## src/sv/first_fit_page_extent_allocator_core_defines.svh

```systemverilog
// Assertion macros for the allocator core RTL.
`ifndef FIRST_FIT_PAGE_EXTENT_ALLOCATOR_CORE_DEFINES_SVH
`define FIRST_FIT_PAGE_EXTENT_ALLOCATOR_CORE_DEFINES_SVH
`ifndef NO_ASSERTIONS
`define FFPA_ASSERT(lbl, clk, rst_n, prop) \
    lbl: assert property (@(posedge clk) disable iff (!rst_n) prop) else $error("%m failed");
`define FFPA_ASSERT_NEXT(lbl, clk, rst_n, pre, post) \
    lbl: assert property (@(posedge clk) disable iff (!rst_n) (pre) |=> (post)) \
        else $error("%m failed");
`else
`define FFPA_ASSERT(lbl, clk, rst_n, prop)
`define FFPA_ASSERT_NEXT(lbl, clk, rst_n, pre, post)
`endif
`endif

```

## src/sv/ffpa_pkg.sv

```systemverilog
`default_nettype none
package ffpa_pkg;
    localparam int MAX_EXTENTS   = 16;
    localparam int PAGE_NUM_BITS = 40;
    localparam int COUNT_BITS    = 24;
    localparam int IDX_W         = $clog2(MAX_EXTENTS);
    localparam int CNT_W         = $clog2(MAX_EXTENTS + 1);
    localparam logic [COUNT_BITS-1:0] COUNT_MASK = {COUNT_BITS{1'b1}};

    typedef enum logic [1:0] {
        ST_OK       = 2'd0,
        ST_NO_FIT   = 2'd1,
        ST_FULL     = 2'd2,
        ST_ZERO_CNT = 2'd3
    } t_status;

    typedef enum logic [2:0] {
        S_IDLE,
        S_FIND,
        S_MERGE,
        S_DONE
    } t_state;

    typedef enum logic [1:0] {
        C_HOLD,
        C_FROM_LO,
        C_FROM_HI,
        C_LOAD
    } t_cell_op;

    typedef struct packed {
        t_cell_op                 op;
        logic [PAGE_NUM_BITS-1:0] start;
        logic [COUNT_BITS-1:0]    len;
    } t_cell_ctl;

    typedef struct packed {
        logic fit;
        logic ge;
    } t_cell_stat;
endpackage
`default_nettype wire

```

## src/sv/ffpa_cell.sv

```systemverilog
`default_nettype none
module ffpa_cell (
    input  wire logic                                  i_clk,
    input  wire ffpa_pkg::t_cell_ctl                   i_ctl,
    input  wire logic [ffpa_pkg::PAGE_NUM_BITS-1:0]    i_lo_start,
    input  wire logic [ffpa_pkg::COUNT_BITS-1:0]       i_lo_len,
    input  wire logic [ffpa_pkg::PAGE_NUM_BITS-1:0]    i_hi_start,
    input  wire logic [ffpa_pkg::COUNT_BITS-1:0]       i_hi_len,
    input  wire logic [ffpa_pkg::PAGE_NUM_BITS-1:0]    i_addr,
    input  wire logic [ffpa_pkg::COUNT_BITS-1:0]       i_cnt,
    output logic [ffpa_pkg::PAGE_NUM_BITS-1:0]         o_start,
    output logic [ffpa_pkg::COUNT_BITS-1:0]            o_len,
    output ffpa_pkg::t_cell_stat                       o_stat
);
    logic [ffpa_pkg::PAGE_NUM_BITS-1:0] r_start, n_start;
    logic [ffpa_pkg::COUNT_BITS-1:0]    r_len, n_len;

    always_comb begin
        n_start = r_start;
        n_len   = r_len;
        case (i_ctl.op)
            ffpa_pkg::C_FROM_LO: begin
                n_start = i_lo_start;
                n_len   = i_lo_len;
            end
            ffpa_pkg::C_FROM_HI: begin
                n_start = i_hi_start;
                n_len   = i_hi_len;
            end
            ffpa_pkg::C_LOAD: begin
                n_start = i_ctl.start;
                n_len   = i_ctl.len;
            end
            default: begin
                n_start = r_start;
                n_len   = r_len;
            end
        endcase
    end

    always_ff @(posedge i_clk) begin
        r_start <= n_start;
        r_len   <= n_len;
    end

    assign o_start    = r_start;
    assign o_len      = r_len;
    assign o_stat.fit = (r_len >= i_cnt);
    assign o_stat.ge  = (r_start >= i_addr);
endmodule
`default_nettype wire

```

## config.mk

```make
export PLATFORM = sky130hd
export DESIGN_NAME = ffpa_cell
export DESIGN_NICKNAME = d
export VERILOG_FILES = /design/src/sv/first_fit_page_extent_allocator_core_defines.svh /design/src/sv/ffpa_pkg.sv /design/src/sv/ffpa_cell.sv
export SDC_FILE = /design/constraint.sdc
export NUM_CORES = 1
export LEC_CHECK = 0
export BUFFER_PORTS_ARGS = -buffer_cell sky130_fd_sc_hd__buf_4
export CAP_MARGIN = 20
export CELL_PAD_IN_SITES_DETAIL_PLACEMENT = 1
export CELL_PAD_IN_SITES_GLOBAL_PLACEMENT = 1
export CORE_MARGIN = 5
export CORE_UTILIZATION = 27
export CTS_CLUSTER_SIZE = 14
export DETAILED_ROUTE_END_ITERATION = 6
export PLACE_DENSITY = 0.84
export RECOVER_POWER = 25
export SLEW_MARGIN = 20
export SYNTH_ARGS = -nofsm -noshare
export SYNTH_HDL_FRONTEND = slang
export SYNTH_SLANG_ARGS = --single-unit
```

## constraint.sdc

```tcl
create_clock -name i_clk -period 1.9 [get_ports i_clk]
set_input_delay 0.19 -clock i_clk [delete_from_list [all_inputs] [get_ports i_clk]]
set_output_delay 0.19 -clock i_clk [all_outputs]
set_load 0.05 [all_outputs]
```

; Word-level counts from Yosys, hierarchy flattened
; Cells that the tools add are included.
[word_totals]
word_cells = 10
in_bits = 259
output_inout_bits = 66
ff_bits = 64
[classes]
reduce_logical = 1
n_mux = 2
order_cmp = 2
n_eq_ne = 3
[ops]
columns = operator, n
row1 = $pmux 40 s3, 1
row2 = $pmux 24 s3, 1
row3 = $ge 40x40->1, 1
row4 = $ge 24x24->1, 1
row5 = $eq 2x2->1 const B, 2
row6 = $reduce_bool 3->1, 1
row7 = $eq 2x1->1 const B, 1

; Longest topological paths before layout
[depth]
word_depth = 2
depth_mapped = 8
depth_no_buf = 8

; Least setup slack after synthesis
; OpenSTA, ideal clock, no wires.
[synth_timing]
kind = flip-flop to output port
from = register r_start (netlist bit o_start[19])
to = output port o_stat[0] (netlist name)
arrival_ns = 2.373
slack_ns = -0.663
n_path_buf = 0
t_required_ns = 1.710
stages_incl_launch_ff = 8
path_cell_list = edfxtp_1 > ha_1 > and3_1 > a21oi_1 > o21ai_1 > a221o_1 > a211o_1 > a311o_1
[synth_rtl]
columns = element, line
row1 = start: declaration, ffpa_cell.sv:15  ; logic [ffpa_pkg::PAGE_NUM_BITS-1:0] r_start, n_start;
row2 = start signal: assignment, ffpa_cell.sv:42  ; r_start <= n_start;
row3 = end: declaration, ffpa_cell.sv:13  ; output ffpa_pkg::t_cell_stat o_stat

==> results.tsv <==
stage	metric	value	unit
cells_and_area	layout-drive-gt1-share	46.0	%
pwr	p_per_area	720	nW/um^2
clock_network	cts_root_buf	clkbuf_16	
clock_network	cts.htree.levels	3	
pwr	p_sw_share	35.0	%
sta	setup_viol_count_final	2	
global_routing	grtUsageMet2	34.8	%
cells_and_area	final_nets	1174	
sta	maxSlewHeadroom	8.40	%
sta	fin_crit_sh	139	%
synthesis	synth-edff-count	64	
routing	initialDrtViolationCount	123	
clock_network	cts_tree	done	
pwr	p_int	3.80	mW
synthesis	synth-warning-count	0	
synthesis	synthesis.area	4780	um^2
synthesis	syn_nets	819	
die	top_level_ports	325	
pwr	power	5.85	mW
synthesis	yosysUniqueCellTypes	32	
run_status	status	complete, but fails checks	
synthesis	synth_seq_cells	64	
sta	max_slew.worst_pin.slew	1370	ps
sta	max_freq	379	MHz
die	core	17400	um^2
synthesis	ys.flop_type	edfxtp_1	
placement	dp_cells	1060	
pwr	pwr-share-comb	39.9	%
pwr	ir_drop	0.000360	V
placement	portBuffers	324	
clock_network	ctsHoldBuffers	0	
routing	ant_nets	0	
clock_network	cts_max_path_buffers	2	
die	dieWidth	143	um
synthesis	yosysSeqAreaShare	40.2	%
setup_path	crit_type	reg -> out	
clock_network	cts.sinks	64	
placement	place.gp.congestion	0.796	
sta	slew_violations	0	
setup_path	critPathCaptureType	output port	
routing	drc	0	
cells_and_area	finalNonFillerCells	1081	
sta	fin_crit	2640	ps
pwr	leakagePower	4.20	nW
global_routing	grt_max_degree	129	
flow_run	cap_violations	0	
clock_network	clk_pin_slew	60	ps
setup_path	path_max_fanout	2	
setup_path	start_kind	flop	
run_status	violations	negative setup slack	
die	dieHeight	143	um
sta	rsz0062_at_grt	true	
die	initial_utilization	27.5	%
cells_and_area	syn_to_final_growth	69.8	%
routing	viasPerCell	4.65	
pwr	power_frac_clock	28.1	%
clock_network	cts_made_buffers	9	
cells_and_area	diodes	0	
pwr	power_frac_seq	32.0	%
pwr	switchingPower	2.04	mW
routing	via_count	5022	
routing	drtPass1Iterations	4	
synthesis	syn_avg_cell_area	9.64	um^2
setup_path	arrival	2450	ps
routing	routedWlPerCell	18.0	um
sta	setup_slack	-740	ps
global_routing	grt_use_met3	3.42	%
die	die-area	20500	um^2
routing	wl	19500	um
global_routing	busiest_layer	met2	
global_routing	antenna_found_initial	0	
die	core.rowCount	48	
synthesis	synthArstFlopShare	0	%
sta	fin_hold_ws	178	ps
global_routing	grt_first_pass_wirelength	28300	um
global_routing	grt_use_met1	18.9	%
synthesis	syn_inst	496	
global_routing	grt_pass1_vias	5487	
global_routing	track_usage	18.0	%
global_routing	grt_remaining_overflow	0	
worst_hold_path	min_path_type	in -> reg	
setup_path	required	1710	ps
sta	hold_viol_final	0	
placement	hpwl	16300	um
## critical path: stages, from the launching register on
cell	delay (ps)
edfxtp_1	390
ha_1	280
and3_1	210
a21oi_2	110
o21ai_1	70
a221o_1	320
a211o_1	250
a311o_2	330
buf_6	160
## through the flow
| stage | setup TNS, ps | area [um^2] | util (%) | worst slack [ps] |
|---|---|---|---|---|
| after floorplan | -962 | 4800 | - | -558 |
| after global placement | -921 | 7730 | 44.5 | -604 |
| after detailed placement | -914 | 7730 | 44.5 | -597 |
| after CTS | -1430 | 8070 | 46.5 | -815 |
| after global routing | -1510 | 8120 | 46.8 | -840 |
| final | -1300 | 8120 | 46.8 | -740 |
## cell families (layout without fill, tap and decap cells)
group,Yosys count,after routing,synth area share [%]
fa+ha+maj,64,64,16.8
buf+inv,86,446,6.91
mux,64,64,13.4
compound gates,118,118,13.8
simple gates,100,100,8.90
flops,64,64,40.2
## sequential cells by signal, summed over array words and instances (netlist names)
name and count:
o_start 40, o_len 24
## area by class of cell
type                            instances  area, um^2
Clock buffer                            9         225
Clock inverter                          7        62.6
Fill cell                            2040        9240
Inverter                               65         244
Multi-Input combinational cell        346        2620
Sequential cell                        64        1920
Tap cell                              225         282
Timing Repair Buffer                  365        2760
## placed cells by master, fill, tap and decap left out, drive strengths merged, types with 2 or more instances in the layout
| master | instances |
|---|---|
| a211oi | 3 |
| a21o | 11 |
| a21oi | 83 |
| buf | 363 |
| clkbuf | 11 |
| clkinv | 4 |
| clkinvlp | 2 |
| edfxtp | 64 |
| ha | 64 |
| inv | 65 |
| mux2i | 64 |
| nand2 | 8 |
| nand3 | 3 |
| nand4 | 8 |
| nor2 | 72 |
| nor2b | 4 |
| o21ai | 11 |
## cell usage after synthesis, types with 3 or more instances
cell      instances  share of area (%)
nand2_1           8               0.63
nor2_1           72                5.7
nor2b_1           4               0.52
nand4_1           8                1.0
nand3_1           3               0.31
edfxtp_1         64                 40
ha_1             64                 17
a21oi_1          83                8.7
o21ai_0          10                1.0
mux2i_1          64                 13
clkbuf_1         14                1.1
buf_2             6               0.63
inv_1            65                5.1
a211oi_1          3               0.47
a21o_1           11                1.7
## power groups by stage
stage	combinational (mW)	clock (mW)	sequential [mW]
after global placement	2.23	0	1.88
after global routing	2.52	1.74	1.89
after CTS	2.33	1.69	1.87
final	2.33	1.64	1.87
after detailed placement	2.30	0	1.90
after floorplan	0.657	0	2.45
## timing repair
item                       CTS  global route
pin swaps                    6             2
buffers inserted             2             3
resized for setup            8             6
setup endpoints to repair    2             2
## routing by layer
metal	part of all wire, %	wire (um)	up-vias
li1	-	-	2487
met1	36	7030	2343
met2	55	10800	154
met3	5.5	1070	38
met4	3.0	590	0
met5	0	0	-
## final timing paths
check	start	slack (ps)	depth (start not counted)	to
worst min-delay path	i_lo_start[16]	180	3	o_start[16]
worst max-delay path	o_start[17]	-740	8	o_stat[0]
Power figures use the tool's default switching activity.
